<file path="config.mk">
export PLATFORM = sky130hd
export DESIGN_NAME = hbridge_pwm_motor_controller_flat
export DESIGN_NICKNAME = d
export VERILOG_FILES = /design/src/sv/hpwm_pkg.sv /design/src/sv/hpwm_if.sv /design/src/sv/hpwm_drive_calc.sv /design/src/sv/hbridge_pwm_motor_controller.sv /design/src/flat_wrapper.sv
export SDC_FILE = /design/constraint.sdc
export NUM_CORES = 1
export LEC_CHECK = 0
export BUFFER_PORTS_ARGS = -buffer_cell sky130_fd_sc_hd__buf_2
export CAP_MARGIN = 0
export CORE_MARGIN = 3
export CORE_UTILIZATION = 30
export DETAILED_ROUTE_END_ITERATION = 6
export GPL_ROUTABILITY_DRIVEN = 0
export PLACE_DENSITY = 0.46
export SYNTH_ARGS = -nofsm -noshare
export SYNTH_HDL_FRONTEND = slang
export SYNTH_HIERARCHICAL = 1
export SYNTH_SLANG_ARGS = --single-unit
</file>
<file path="constraint.sdc">
create_clock -name clk -period 4.95 [get_ports clk]
set_clock_uncertainty 0.15 [all_clocks]
set_input_delay 0.2475 -clock clk [delete_from_list [all_inputs] [get_ports clk]]
set_output_delay 0.2475 -clock clk [all_outputs]
set_load 0.05 [all_outputs]
</file>
<file path="src/sv/hpwm_pkg.sv">
// shared types, codes and constants for the h-bridge pwm motor controller
`default_nettype none

package hpwm_pkg;

  // physical channels and counter width
  localparam int CHANNELS    = 4;
  localparam int COUNT_WIDTH = 10;
  localparam int DRIVE_W     = 11;
  localparam int PINS_W      = 2 * CHANNELS;

  typedef logic [COUNT_WIDTH-1:0]                count_t;
  typedef logic signed [DRIVE_W-1:0]             drive_t;
  typedef logic [CHANNELS-1:0][COUNT_WIDTH-1:0]  cmp_bank_t;
  typedef logic [PINS_W-1:0]                     pins_t;
  typedef logic [1:0]                            chan_t;

  // item commands
  typedef enum logic [1:0] {
    CMD_SET     = 2'd0,
    CMD_READ    = 2'd1,
    CMD_ALL_OFF = 2'd2,
    CMD_TICK    = 2'd3
  } cmd_t;

  // configuration register indexes
  typedef enum logic [1:0] {
    REG_FLIP_MASK = 2'd0,
    REG_CHAN_MAP  = 2'd1,
    REG_PERIOD    = 2'd2
  } reg_idx_t;

  // configuration reset values
  localparam logic [3:0] FLIP_MASK_RST = 4'd1;
  localparam logic [7:0] CHAN_MAP_RST  = 8'd30;
  localparam count_t     PERIOD_RST    = count_t'(1023);

  // pin mask with in1 of every channel
  localparam pins_t IN1_MASK = pins_t'(8'h55);

  // operands of the set/read datapath
  typedef struct packed {
    logic [1:0] motor_index;
    drive_t     drive_value;
    logic [3:0] flip_mask;
    logic [7:0] chan_map;
    count_t     period;
    pins_t      pins;
    cmp_bank_t  active;
  } calc_in_t;

  // results of the set/read datapath
  typedef struct packed {
    chan_t  chan;
    pins_t  set_pins;
    count_t set_mag;
    drive_t read_val;
  } calc_out_t;

endpackage

`default_nettype wire

</file>
<file path="src/sv/hpwm_if.sv">
// valid/ready channel interfaces for command items and result items
`default_nettype none

interface hpwm_in_if;
  logic               valid;
  logic               ready;
  logic [1:0]         command;
  logic [1:0]         motor_index;
  logic signed [10:0] drive_value;

  modport source(output valid, output command, output motor_index, output drive_value,
                 input ready);
  modport sink(input valid, input command, input motor_index, input drive_value,
               output ready);
endinterface

interface hpwm_out_if;
  logic               valid;
  logic               ready;
  logic [7:0]         direction_pins;
  logic [3:0]         pwm_lines;
  logic signed [10:0] read_drive;

  modport source(output valid, output direction_pins, output pwm_lines, output read_drive,
                 input ready);
  modport sink(input valid, input direction_pins, input pwm_lines, input read_drive,
               output ready);
endinterface

`default_nettype wire

</file>
<file path="src/sv/hpwm_drive_calc.sv">
// channel mapping, sign handling, saturation and drive read-back for one item
`default_nettype none

module hpwm_drive_calc import hpwm_pkg::*; (
  input  calc_in_t  calc_in,
  output calc_out_t calc_out
);

  chan_t              chan;
  logic               flip;
  logic signed [11:0] drv_ext;
  logic signed [11:0] drv_signed;
  logic               drv_neg;
  logic               drv_nz;
  logic [11:0]        drv_abs;
  count_t             mag;
  pins_t              pins_nxt;
  count_t             act_cmp;
  logic               read_neg;
  drive_t             read_abs;

  always_comb begin
    // logical motor to physical channel
    chan = calc_in.chan_map[{calc_in.motor_index, 1'b0} +: 2];
    flip = calc_in.flip_mask[calc_in.motor_index];

    // signed drive, widened so that the most negative value negates cleanly
    drv_ext    = {calc_in.drive_value[DRIVE_W-1], calc_in.drive_value};
    drv_signed = flip ? -drv_ext : drv_ext;
    drv_neg    = drv_signed[11];
    drv_nz     = |drv_signed;
    drv_abs    = drv_neg ? 12'(-drv_signed) : 12'(drv_signed);

    // saturate magnitude at the period
    if (drv_abs[10:0] > {1'b0, calc_in.period}) begin
      mag = calc_in.period;
    end else begin
      mag = drv_abs[COUNT_WIDTH-1:0];
    end

    // forward sets in1, reverse sets in2, zero clears both
    pins_nxt                   = calc_in.pins;
    pins_nxt[{chan, 1'b0}]     = drv_nz & ~drv_neg;
    pins_nxt[{chan, 1'b0} + 1] = drv_neg;

    // read-back: active compare, signed by in1 and the flip bit
    act_cmp  = calc_in.active[chan];
    read_neg = ~calc_in.pins[{chan, 1'b0}] ^ flip;
    read_abs = drive_t'({1'b0, act_cmp});

    calc_out.chan     = chan;
    calc_out.set_pins = pins_nxt;
    calc_out.set_mag  = mag;
    calc_out.read_val = read_neg ? -read_abs : read_abs;
  end

endmodule

`default_nettype wire

</file>
<file path="src/sv/hbridge_pwm_motor_controller.sv">
// top level of the four-channel sign-magnitude h-bridge pwm controller
//
//  port     | dir  | handshake       | payload
//  ---------+------+-----------------+---------------------------------------------
//  in_ch    | in   | valid/ready     | command, motor_index, drive_value
//  out_ch   | out  | valid/ready     | direction_pins, pwm_lines, read_drive
//  cfg_*    | in   | cfg_we          | cfg_index, cfg_wdata (flip mask, map, period)
//
// one item per cycle while no result is held back by a low out_ch.ready; its result is
// registered at the accepting edge and appears in the output register in the next cycle;
// state (counter, compares, pins) is updated at that same edge, so the next item sees it at once
// in_ch.ready drops only while a result is held and out_ch.ready is low
// synchronous active-low reset clears state and loads the register defaults
`default_nettype none

module hbridge_pwm_motor_controller import hpwm_pkg::*; (
  input  logic       clk,
  input  logic       rst_n,
  hpwm_in_if.sink    in_ch,
  hpwm_out_if.source out_ch,
  input  logic       cfg_we,
  input  logic [1:0] cfg_index,
  input  logic [9:0] cfg_wdata
);

  // configuration registers
  logic [3:0] flip_mask_r;
  logic [7:0] chan_map_r;
  count_t     period_r;

  // pwm state
  count_t    counter_r, counter_nxt;
  cmp_bank_t buf_r, buf_nxt;
  cmp_bank_t act_r, act_nxt;
  pins_t     pins_r, pins_nxt;

  // result register
  logic        out_valid_r;
  pins_t       out_pins_r, out_pins_nxt;
  logic [3:0]  out_pwm_r, out_pwm_nxt;
  drive_t      out_read_r, out_read_nxt;

  logic      in_ready;
  logic      in_accept;
  cmd_t      cmd;
  calc_in_t  calc_in;
  calc_out_t calc_out;

  assign in_ready     = ~out_valid_r | out_ch.ready;
  assign in_accept    = in_ch.valid & in_ready;
  assign in_ch.ready  = in_ready;
  assign cmd          = cmd_t'(in_ch.command);

  // set/read datapath
  always_comb begin
    calc_in.motor_index = in_ch.motor_index;
    calc_in.drive_value = in_ch.drive_value;
    calc_in.flip_mask   = flip_mask_r;
    calc_in.chan_map    = chan_map_r;
    calc_in.period      = period_r;
    calc_in.pins        = pins_r;
    calc_in.active      = act_r;
  end

  hpwm_drive_calc u_drive_calc (
    .calc_in  (calc_in),
    .calc_out (calc_out)
  );

  // next state per command
  always_comb begin
    counter_nxt  = counter_r;
    buf_nxt      = buf_r;
    act_nxt      = act_r;
    pins_nxt     = pins_r;
    out_read_nxt = '0;
    case (cmd)
      CMD_SET: begin
        pins_nxt               = calc_out.set_pins;
        buf_nxt[calc_out.chan] = calc_out.set_mag;
      end
      CMD_READ: begin
        out_read_nxt = calc_out.read_val;
      end
      CMD_ALL_OFF: begin
        buf_nxt = '0;
      end
      CMD_TICK: begin
        // wrap at or past the period and load the buffered compares
        if (counter_r >= period_r) begin
          counter_nxt = '0;
          act_nxt     = buf_r;
        end else begin
          counter_nxt = counter_r + count_t'(1);
        end
      end
      default: begin
        counter_nxt = counter_r;
      end
    endcase
  end

  // pwm lines after the step
  always_comb begin
    for (int c = 0; c < CHANNELS; c++) begin
      out_pwm_nxt[c] = counter_nxt < act_nxt[c];
    end
    out_pins_nxt = pins_nxt;
  end

  // configuration writes
  always_ff @(posedge clk) begin
    if (!rst_n) begin
      flip_mask_r <= FLIP_MASK_RST;
      chan_map_r  <= CHAN_MAP_RST;
      period_r    <= PERIOD_RST;
    end else if (cfg_we) begin
      case (reg_idx_t'(cfg_index))
        REG_FLIP_MASK: flip_mask_r <= cfg_wdata[3:0];
        REG_CHAN_MAP:  chan_map_r  <= cfg_wdata[7:0];
        REG_PERIOD:    period_r    <= cfg_wdata[COUNT_WIDTH-1:0];
        default:       period_r    <= period_r;
      endcase
    end
  end

  // pwm state update on accept
  always_ff @(posedge clk) begin
    if (!rst_n) begin
      counter_r <= '0;
      buf_r     <= '0;
      act_r     <= '0;
      pins_r    <= '0;
    end else if (in_accept) begin
      counter_r <= counter_nxt;
      buf_r     <= buf_nxt;
      act_r     <= act_nxt;
      pins_r    <= pins_nxt;
    end
  end

  // result valid
  always_ff @(posedge clk) begin
    if (!rst_n) begin
      out_valid_r <= 1'b0;
    end else if (in_ready) begin
      out_valid_r <= in_ch.valid;
    end
  end

  // result payload
  always_ff @(posedge clk) begin
    if (in_accept) begin
      out_pins_r <= out_pins_nxt;
      out_pwm_r  <= out_pwm_nxt;
      out_read_r <= out_read_nxt;
    end
  end

  assign out_ch.valid          = out_valid_r;
  assign out_ch.direction_pins = out_pins_r;
  assign out_ch.pwm_lines      = out_pwm_r;
  assign out_ch.read_drive     = out_read_r;

endmodule

`default_nettype wire

</file>
<file path="src/flat_wrapper.sv">
// flat-port wrapper written by rule: the top's interface ports become plain ports
module hbridge_pwm_motor_controller_flat import hpwm_pkg::*;
  (clk, rst_n, cfg_we, cfg_index, cfg_wdata, in_ch_valid, in_ch_command, in_ch_motor_index, in_ch_drive_value, in_ch_ready, out_ch_valid, out_ch_direction_pins, out_ch_pwm_lines, out_ch_read_drive, out_ch_ready);
  hpwm_in_if in_ch_i ();
  hpwm_out_if out_ch_i ();
  input  logic clk;
  input  logic rst_n;
  input  logic cfg_we;
  input  logic [1:0] cfg_index;
  input  logic [9:0] cfg_wdata;
  input wire logic [$bits(in_ch_i.valid)-1:0] in_ch_valid;
  input wire logic [$bits(in_ch_i.command)-1:0] in_ch_command;
  input wire logic [$bits(in_ch_i.motor_index)-1:0] in_ch_motor_index;
  input wire logic [$bits(in_ch_i.drive_value)-1:0] in_ch_drive_value;
  output wire logic [$bits(in_ch_i.ready)-1:0] in_ch_ready;
  output wire logic [$bits(out_ch_i.valid)-1:0] out_ch_valid;
  output wire logic [$bits(out_ch_i.direction_pins)-1:0] out_ch_direction_pins;
  output wire logic [$bits(out_ch_i.pwm_lines)-1:0] out_ch_pwm_lines;
  output wire logic [$bits(out_ch_i.read_drive)-1:0] out_ch_read_drive;
  input wire logic [$bits(out_ch_i.ready)-1:0] out_ch_ready;
  assign in_ch_i.valid = in_ch_valid;
  assign in_ch_i.command = in_ch_command;
  assign in_ch_i.motor_index = in_ch_motor_index;
  assign in_ch_i.drive_value = in_ch_drive_value;
  assign in_ch_ready = in_ch_i.ready;
  assign out_ch_valid = out_ch_i.valid;
  assign out_ch_direction_pins = out_ch_i.direction_pins;
  assign out_ch_pwm_lines = out_ch_i.pwm_lines;
  assign out_ch_read_drive = out_ch_i.read_drive;
  assign out_ch_i.ready = out_ch_ready;
  hbridge_pwm_motor_controller u_core (.clk(clk), .rst_n(rst_n), .in_ch(in_ch_i), .out_ch(out_ch_i), .cfg_we(cfg_we), .cfg_index(cfg_index), .cfg_wdata(cfg_wdata));
endmodule
</file>
==> metrics.txt, run 1 <==
status=finished, final reports clean; Setup crit start kind=flip-flop; Highest Clock Rate=about 230 MHz; relative slew slack=~39%; htree depth=4; asr flop ratio synth=0%; Final Hold Fails=0; buffer depth of the longest clock path=2; 1st-iter DRT viols=slightly above 400; Synth cell types=between 60 and 70; TritonCTS clock tree=done; initial antenna violation count=0; DRC=0; clock power share=43.9%; final layout net count=between 1000 and 1500; Mapped Cells=933; synthesized area=approximately 8600 µm²; Synth Register Bits=144; post-synth net total=between 1000 and 1500; remaining global-route overflow=0; Psw=about 0.91 mW; Syn. warnings=6; leak pwr=3.97 nW; Setup crit end kind=flip-flop; Routed Antenna Nets=0; Sequential cell area=3110 µm²; post-route insts no fill=between 1000 and 1500; max-cap violations=0; fin crit period=roughly 4.4 ns; dpl cells=between 1000 and 1500; global-route wire length before repair=approximately 39 mm; share of post-route cells with drive strength above 1=approximately 15%; clock latency on the worst-skew pair=about 0.44 ns; drt wl/cell=roughly 18 µm; Mapped Avg Cell Area=9.24 µm²; vias=7032; fin crit share=89.8%; Synth-to-Final Area Change=16.1%; Vias per Instance=a little over 5; row cnt=roughly 60; combinational share of power=approximately 15%; RSZ-0062 raised after global routing=no; Total GRT Usage=16.5%; Hold WC Path Type=in -> reg; TritonCTS Sinks=about 140; setup TNS=0 ns; most frequent cells in the layout=dfxtp_1 (121), nor2_1 (118), mux2i_1 (91); Int Power=between 2 and 2.5 mW; n_diodes=0; Sw Share=slightly above 30%; power share of the sequential group=roughly two fifths; I/O pin cnt=57; I/O Buffers=56; power density cells=300 nW/µm²; Core ar.=28000 µm²; Setup Buffers After CTS=0; Slew Limit Fails=0; Die W=roughly 180 µm; detailed placer's ending HPWL=between 15 and 20 mm; EDFF count, synth=23; Data required, critical path=about 5 ns; vias in the first global route=a little under 7000; drt first pass iters=4; ys flop type=dfxtp_1; Post-Route WL=roughly 25 mm; Worst Max-Slew Pin Slew=~0.91 ns; largest net degree at the start of global routing=63; CTS buffer count=17; fillers=about 2900; CP Class=reg -> reg; R2R Setup Slk=slightly above 0.5 ns; CP max FO=22; Die ar.=about 31000 µm²; clock transition at the registers of the reported paths=roughly 0.07 ns; die extent in y=approximately 180 µm; CTS Root Buffer Type=clkbuf_16; # setup viols final=0; most common cell after layout, fill and taps aside=dfxtp_1; Peak supply drop=a little over 0.2 mV; register area share after synthesis=a little over a third; Critical Path AT=~4.6 ns; multi-input logic area=a little over 5000 µm²; Initial Util=30.8%
[routing by layer]
layer / track usage (%) / share of wire [%] / vias up
li1: - / - / 3511
met1: 23.6 / 50 / 3347
met2: 25.7 / 45 / 147
met3: 2.55 / 3.4 / 27
met4: 5.25 / 2.0 / 0
met5: 0 / 0 / -
[layout make-up]
cell class,count,area share (%)
Sequential cell,144,31.1
Tap cell,378,4.73
Clock inverter,14,1.54
Timing Repair Buffer,84,5.33
Inverter,34,1.29
Multi-Input combinational cell,703,51.5
Clock buffer,18,4.50
[repair_timing]
action	4_1_cts	5_1_grt
hold buffers	12	0
gates resized for setup	0	0
endpoints found under the hold margin	23	0
[cell usage after synthesis, drive strengths merged, types with 9 or more instances]
cell type | n | share of area, %
a21oi | 53 | 3.2
a32oi | 31 | 3.2
and2 | 17 | 1.2
buf | 20 | 1.4
clkbuf | 32 | 1.4
dfxtp | 121 | 28
edfxtp | 23 | 8.0
ha | 59 | 8.6
inv | 34 | 1.5
mux2 | 21 | 3.2
mux2i | 91 | 11
mux4 | 13 | 3.4
nand2 | 88 | 3.8
nand3 | 19 | 1.2
nand4 | 12 | 0.87
nor2 | 118 | 5.1
o211ai | 10 | 0.87
o21a | 9 | 0.78
o21ai | 40 | 2.3
xnor2 | 16 | 1.6
xor2 | 17 | 1.7
[power groups by stage]
stage	clock, mW	combinational [mW]	sequential (mW)
2_1_floorplan	0	0.278	1.30
3_3_place_gp	0	0.433	1.27
5_1_grt	1.39	0.481	1.24
4_1_cts	1.35	0.442	1.24
6_report	1.32	0.441	1.24
3_5_place_dp	0	0.433	1.27
[flip-flops by register name, summed over array words and instances, names as in the netlist]
| name | flops |
|---|---|
| u_core/period_r | 10 |
| u_core/out_ch.direction_pins | 8 |
| u_core/pins_r | 8 |
| u_core/act_r | 40 |
| u_core/buf_r | 40 |
| u_core/out_ch.valid | 1 |
| u_core/flip_mask_r | 4 |
| u_core/out_ch.pwm_lines | 4 |
| u_core/counter_r | 10 |
| u_core/chan_map_r | 8 |
| u_core/out_ch.read_drive | 11 |
[kinds of logic (layout without fill, tap and decap cells)]
family / count (synthesis) / count (layout) / share of synthesized area, %
flops: 144 / 144 / 36.1
xor+xnor: 33 / 33 / 3.35
compound gates: 189 / 189 / 14.8
simple gates: 297 / 297 / 15.7
mux: 125 / 125 / 17.1
buf+inv: 86 / 150 / 4.27
fa+ha+maj: 59 / 59 / 8.57
[worst paths after layout]
check                                                   startpoint                           endpoint  cells past startpoint
worst max-delay path            u_core/flip_mask_r[2]$_SDFFE_PN0P_      u_core/buf_r[25]$_SDFFE_PN0P_                     17
worst min-delay path                                         rst_n  u_core/chan_map_r[4]$_SDFFE_PN1P_                      2
worst max register to register  u_core/flip_mask_r[2]$_SDFFE_PN0P_      u_core/buf_r[25]$_SDFFE_PN0P_                     17
worst min register to register       u_core/pins_r[5]$_SDFFE_PN0P_      u_core/pins_r[5]$_SDFFE_PN0P_                      2
[worst max-delay path, cell delays in order, from the launching register on]
cell and delay, ns:
dfxtp_1 0.32, mux4_2 0.68, nand3_1 0.17, o21ai_1 0.07, buf_4 0.17, inv_1 0.08, a21oi_1 0.05, xnor2_1 0.29
ha_1 0.33, o21a_1 0.12, o21ai_0 0.21, nor3_1 0.09, o311ai_0 0.33, nand2_1 0.15, a21oi_4 0.44, mux2_4 0.38
a32oi_1 0.20, nor2_1 0.05
[per-stage QoR]
stage / total power [mW] / util (%) / setup slack (ns) / cell area, µm² / hold WS, ns
2_1_floorplan: 1.57 / - / 0.910 / 8620 / 0.223
3_3_place_gp: 1.70 / 33.1 / 0.422 / 9280 / 0.307
3_5_place_dp: 1.70 / 33.1 / 0.423 / 9280 / 0.312
4_1_cts: 3.03 / 35.7 / 0.556 / 10000 / 0.0430
5_1_grt: 3.11 / 35.7 / 0.108 / 10000 / 0.0813
6_report: 3.00 / 35.7 / 0.507 / 10000 / 0.0511
Note: power is estimated with default switching activity, not from simulation.
==> run 2: changes to the inputs <==
- ABC_AREA: not set -> 1
==> metrics.txt, run 2 <==
status=finished, final reports clean; CTS buffer count=17 (unchanged); fin crit share=86.3% (-3.4 points); Hold WC Path Type=in -> reg; I/O pin cnt=57 (unchanged); Synth cell types=46 (-29%); Initial Util=30.5% (-0.22 points); Synth-to-Final Area Change=13.5%; top cells by count, synth=nand2_1 (318), inv_1 (242), dfxtp_1 (121), nor2_1 (104), a21oi_1 (93); initial antenna violation count=0 (unchanged); TritonCTS clock tree=done; largest net degree at the start of global routing=58 (-7.9%); Die W=183 µm (+4.1%); drt first pass iters=5 (+1); DRC=0 (unchanged); fillers=3393 (+16%); asr flop ratio synth=0% (unchanged); Routed Antenna Nets=0 (unchanged); Synth Register Bits=144 (unchanged); Syn. warnings=6 (unchanged); relative slew slack=22.0% (-17 points); detailed placer's ending HPWL=20.6 mm (+11%); multi-input logic area=5000 µm² (-3.0%); share of post-route cells with drive strength above 1=11.7% (-3.6 points); synthesized area=9370 µm² (+8.7%); Sequential cell area=3110 µm² (unchanged); row cnt=64 (+4.9%); top cells by area, synth=dfxtp_1 (26%), nand2_1 (13%), inv_1 (9.7%), ha_1 (7.9%), edfxtp_1 (7.4%); # setup viols final=0 (unchanged); Post-Route WL=27.4 mm (+8.9%); Setup crit start kind=flip-flop; clock transition at the registers of the reported paths=0.06 ns (about the same); global-route wire length before repair=44.4 mm (+13%); Worst Max-Slew Pin Slew=1.16 ns (+0.244 ns); Die ar.=33400 µm² (+8.4%); htree depth=4 (unchanged); n_diodes=0 (unchanged); EDFF count, synth=23 (unchanged); remaining global-route overflow=0 (unchanged); Critical Path AT=4.47 ns (-0.12 ns); Sw Share=33.8% (+3.4 points); RSZ-0062 raised after global routing=no; leak pwr=5.42 nW (+37%); Highest Clock Rate=234 MHz (+4.0%); Mapped Avg Cell Area=6.87 µm² (-26%); fin crit period=4.27 ns (-0.169 ns); most common cell after layout, fill and taps aside=nand2_1; die extent in y=183 µm (+4.1%); Total GRT Usage=16.9% (+0.39 points); Core ar.=30700 µm² (+9.5%); Synth top area share=25.9% (-2.3 points); CP Class=reg -> reg; Data required, critical path=5.14 ns (+0.05 ns); Int Power=2.32 mW (+11%); ys flop type=dfxtp_1; setup TNS=0 ns (unchanged); Slew Limit Fails=0 (unchanged); post-route insts no fill=1820 (+32%); hold buffer count at CTS=11 (-1); buffer depth of the longest clock path=2 (unchanged); clock latency on the worst-skew pair=0.43 ns (about the same); post-cts sizing count=0 (unchanged); Mapped Cells=1364 (+46%); final layout net count=1502 (+40%); Final Hold Fails=0 (unchanged); TritonCTS Sinks=144 (unchanged); Setup Buffers After CTS=0 (unchanged); register area share after synthesis=33.2% (-2.9 points); Setup crit end kind=flip-flop; Yosys top cell by area=dfxtp_1; vias=8506 (+21%); post-synth net total=1455 (+42%); power share of the sequential group=37.7% (-3.7 points); I/O Buffers=56 (unchanged); CTS Root Buffer Type=clkbuf_16; dpl cells=1777 (+34%); count leader, synth=nand2_1; CP max FO=15 (-32%); drt wl/cell=15.1 µm (-18%); max-cap violations=0 (unchanged); power density cells=330 nW/µm² (+9.9%); most frequent cells in the layout=nand2_1 (317), inv_1 (241), dfxtp_1 (121); vias in the first global route=8085 (+20%); Psw=1.19 mW (+30%); clock power share=36.5% (-7.4 points); Peak supply drop=0.232 mV (+13%); R2R Setup Slk=0.68 ns (+0.17 ns); 1st-iter DRT viols=510 (+23%); combinational share of power=25.8% (+11 points); Vias per Instance=4.67 (-8.6%)
==> run 2: changes by cell type after synthesis, sizes merged, moves of 17 or more <==
cell | before | now
o21a | 9 | 36
a22oi | 0 | 19
mux2 | 21 | 0
o21ai | 40 | 81
nand2 | 88 | 336
mux2i | 91 | 0
nand3 | 19 | 79
a32oi | 31 | 0
inv | 34 | 258
a21oi | 53 | 94
and2 | 17 | 0
==> run 2: final timing paths <==
path | start | to | cells after the start
max | u_core/flip_mask_r[1]$_SDFFE_PN0P_ | u_core/buf_r[12]$_SDFFE_PN0P_ | 22
min | cfg_index[0] | u_core/flip_mask_r[0]$_SDFFE_PN1P_ | 4
max reg2reg | u_core/flip_mask_r[1]$_SDFFE_PN0P_ | u_core/buf_r[12]$_SDFFE_PN0P_ | 22
min reg2reg | u_core/chan_map_r[3]$_SDFFE_PN1P_ | u_core/chan_map_r[3]$_SDFFE_PN1P_ | 2
==> run 2: worst max-delay path: stages (launching register included) <==
cell      delay [ns]
dfxtp_1         0.31
nand2_1         0.10
nand2_1         0.06
nand2_1         0.06
nand2_2         0.21
o21ai_4         0.42
nand2_1         0.11
xor2_1          0.19
ha_1            0.31
nand2_1         0.08
o21ai_0         0.14
a21boi_0        0.10
o21ai_0         0.19
nand3_1         0.09
nand2_1         0.06
o21ai_0         0.39
nand3_2         0.36
nand2_1         0.08
nand2_1         0.08
inv_1           0.05
nor2_1          0.31
nand3_1         0.12
a21oi_1         0.20
==> run 2: metrics by stage <==
stage               total power, mW  hold slack, ns  cell area (µm²)  setup slack [ns]  util, %
global route                   3.73          0.0527            10600             0.250     34.7
detailed placement             2.25           0.300             9940             0.478     32.4
finish                         3.50          0.0300            10600             0.676     34.7
CTS                            3.55         0.00816            10600             0.707     34.7
global placement               2.24           0.304             9940             0.501     32.4
floorplan                      2.01           0.211             9370              1.51        -
==> run 2: power by group through the flow <==
| stage | Sequential [mW] | Clock, mW | Combinational [mW] |
|---|---|---|---|
| 2_1_floorplan | 1.40 | 0 | 0.613 |
| 3_3_place_gp | 1.35 | 0 | 0.894 |
| 3_5_place_dp | 1.35 | 0 | 0.897 |
| 4_1_cts | 1.32 | 1.32 | 0.908 |
| 5_1_grt | 1.33 | 1.37 | 1.03 |
| 6_report | 1.32 | 1.28 | 0.903 |
==> run 2: cell families (layout without fill, tap and decap cells) <==
kind of cell / after synthesis / after routing / synth area share (%)
AND/OR/NAND/NOR: 569 / 569 / 26.9
buffers and inverters: 308 / 368 / 13.4
AO/OA/AOI/OAI: 270 / 270 / 17.2
flip-flops: 144 / 144 / 33.2
adder cells (fa/ha/maj): 59 / 59 / 7.88
XOR/XNOR: 14 / 14 / 1.31
==> run 2: layout make-up <==
cell class,instances,share of cell area [%]
well taps,396,4.66
multi-input cells,912,47.0
flip-flops and latches,144,29.3
clock inverters,8,0.730
repair buffers,77,4.38
clock buffers,24,4.73
inverters,259,9.21
==> run 2: routing by layer <==
metal  routed length, µm  GRT usage [%]  vias up
li1                    -              -     4485
met1               14000           24.2     3862
met2               12000           26.3      140
met3                1050           3.15       19
met4                 339           4.30        0
met5                   0              0        -
==> run 3: changes to the inputs <==
- CELL_PAD_IN_SITES_DETAIL_PLACEMENT: not set -> 1
- CELL_PAD_IN_SITES_GLOBAL_PLACEMENT: not set -> 2
- PLACE_DENSITY: 0.46 -> 0.72
==> metrics.txt, run 3 (synthesis gave the netlist of run 2 again) <==
Die W=183 µm (unchanged); Synth-to-Final Area Change=13.4%; most common cell after layout, fill and taps aside=nand2_1; Data required, critical path=5.14 ns (about the same); power share of the sequential group=37.3% (-0.4 points); Setup crit end kind=flip-flop; TritonCTS Sinks=144 (unchanged); remaining global-route overflow=0 (unchanged); row cnt=64 (unchanged); Core ar.=30700 µm² (unchanged); status=finished, final reports clean; Hold Startpoint=cfg_we; TritonCTS clock tree=done; global-route wire length before repair=47.5 mm (+7.1%); fillers=3915 (+15%); most frequent cells in the layout=nand2_1 (317), inv_1 (241), dfxtp_1 (121); vias=8620 (+1.3%); hold path depth=4 (unchanged); Post-Route WL=29.8 mm (+8.8%); CP max FO=15 (unchanged); CP Class=reg -> reg; Setup crit start kind=flip-flop; vias in the first global route=8602 (+6.4%); htree depth=4 (unchanged); Die ar.=33400 µm² (unchanged); reg2reg end=u_core/buf_r[38]$_SDFFE_PN0P_; final layout net count=1498 (-0.27%); max-cap violations=0 (unchanged); Total GRT Usage=18.2% (+1.3 points); Final Hold Fails=0 (unchanged); hold buffer count at CTS=11 (unchanged); RSZ-0062 raised after global routing=no; RR Startpoint=u_core/flip_mask_r[1]$_SDFFE_PN0P_; Hold WC Path Type=in -> reg; most frequent CP cell=nand2_1; n_diodes=0 (unchanged); DRC=0 (unchanged); clock transition at the registers of the reported paths=0.06 ns (about the same); power density cells=334 nW/µm² (+1.2%); Initial Util=30.5% (unchanged); detailed placer's ending HPWL=22.5 mm (+8.8%); share of post-route cells with drive strength above 1=11.5% (-0.18 points); Final Worst Setup Slack=0.886 ns (+0.210 ns); clock power share=36.8% (+0.3 points); Worst Max-Slew Pin Slew=1.09 ns (-0.0663 ns); reg2reg path depth=23 (+4.5%); 1st-iter DRT viols=376 (-26%); Int Power=2.34 mW (+0.84%); Setup Buffers After CTS=0 (unchanged); Peak supply drop=0.255 mV (+9.8%); Vias per Instance=4.75 (+1.6%); initial antenna violation count=0 (unchanged); combinational share of power=25.9% (about the same); Highest Clock Rate=246 MHz (+5.2%); largest net degree at the start of global routing=93 (+60%); fin crit share=82.1% (-4.2 points); Slew Limit Fails=0 (unchanged); clock latency on the worst-skew pair=0.43 ns (about the same); die extent in y=183 µm (unchanged); Final Instance Area=10600 µm² (-0.12%); # setup viols final=0 (unchanged); Sw Share=34.0% (+0.17 points); I/O pin cnt=57 (unchanged); drt wl/cell=16.4 µm (+9.1%); R2R Setup Slk=0.89 ns (+0.21 ns); leak pwr=5.41 nW (-0.15%); post-cts sizing count=0 (unchanged); Critical Path AT=4.25 ns (-0.22 ns); fin crit period=4.06 ns (-0.210 ns); Hold WS=0.0239 ns (-0.00608 ns); buffer depth of the longest clock path=2 (unchanged); setup TNS=0 ns (unchanged); Routed Antenna Nets=0 (unchanged); I/O Buffers=56 (unchanged); drt first pass iters=4 (-1); CTS buffer count=17 (unchanged); Worst Hold End=u_core/period_r[0]$_SDFFE_PN1P_; CP max-delay cell=o21ai_4; dpl cell area=9920 µm² (-0.18%); max incr delay on CP=0.46 ns (+0.04 ns); CTS Root Buffer Type=clkbuf_16; Psw=1.20 mW (+1.6%); relative slew slack=27.0% (+5.0 points); Setup WS pre-CTS=0.602 ns (+0.123 ns); cell chain of the critical path=nand2_1, nand2_1, nand2_1, nand2_2, o21ai_4, nand2_1, xor2_1, inv_1, ha_1, nand2_1, o21ai_0, a21boi_0, o21ai_0, nand3_1, nand2_1, o21ai_0, nand3_2, nand2_1, nand2_1, inv_1, nor2_1, nand4_1, a21oi_1
-- run 3: changes by cell type in the layout (fill, tap and decap cells not counted) --
| cell | delta |
|---|---|
| buf_12 | +1 |
| buf_4 | -5 |
| bufinv_16 | +1 |
| clkbuf_16 | -1 |
| clkinv_1 | -1 |
| clkinv_4 | +1 |
| inv_2 | +1 |
| inv_6 | -1 |
-- run 3: area by class of cell --
cell class	instances	area [µm²]	share of cell area, %
multi-input cells	912	5000	47.1
flip-flops and latches	144	3110	29.3
inverters	259	980	9.22
well taps	396	495	4.67
clock buffers	23	478	4.50
repair buffers	73	448	4.22
clock inverters	9	108	1.01
-- run 3: worst max path at each step --
| stage | start | end | slack, ns | cells after the start |
|---|---|---|---|---|
| 6_report | u_core/flip_mask_r[1]$_SDFFE_PN0P_ | u_core/buf_r[38]$_SDFFE_PN0P_ | 0.89 | 23 |
| 5_1_grt | u_core/flip_mask_r[1]$_SDFFE_PN0P_ | u_core/buf_r[13]$_SDFFE_PN0P_ | 0.31 | 22 |
| 4_1_cts | u_core/flip_mask_r[1]$_SDFFE_PN0P_ | u_core/buf_r[38]$_SDFFE_PN0P_ | 0.92 | 23 |
| 3_5_place_dp | in_ch_drive_value[0] | u_core/buf_r[15]$_SDFFE_PN0P_ | 0.60 | 26 |
| 3_3_place_gp | in_ch_drive_value[0] | u_core/buf_r[26]$_SDFFE_PN0P_ | 0.71 | 26 |
| 2_1_floorplan | in_ch_drive_value[0] | u_core/buf_r[0]$_SDFFE_PN0P_ | 1.51 | 25 |
-- run 3: stage by stage --
stage | cells | utilization [%] | total power [mW]
final | 1816 | 34.6 | 3.54
after global routing | 1816 | 34.6 | 3.78
after CTS | 1816 | 34.6 | 3.60
after detailed placement | 1773 | 32.4 | 2.26
after global placement | 1773 | 32.4 | 2.25
after floorplan | 1364 | - | 2.01
-- run 3: power by group through the flow --
stage,sequential (mW),clock [mW],combinational [mW]
3_3_place_gp,1.35,0,0.904
5_1_grt,1.33,1.40,1.05
4_1_cts,1.32,1.35,0.928
2_1_floorplan,1.40,0,0.613
6_report,1.32,1.31,0.916
3_5_place_dp,1.35,0,0.916
-- run 3: routing by layer --
metal | up-vias | wire, µm | GRT usage, %
met5 | - | 0 | 0
met4 | 0 | 487 | 5.27
met3 | 24 | 923 | 3.25
met2 | 86 | 13400 | 29.1
met1 | 4054 | 15000 | 25.1
li1 | 4456 | - | -
-- run 3: critical path: cells and delay by family (launching register included) --
family	cells	cell delay [ns]
adder cells (fa/ha/maj)	1	0.28
AND/OR/NAND/NOR	13	1.63
XOR/XNOR	1	0.16
flip-flops	1	0.32
buffers and inverters	2	0.14
AO/OA/AOI/OAI	6	1.29
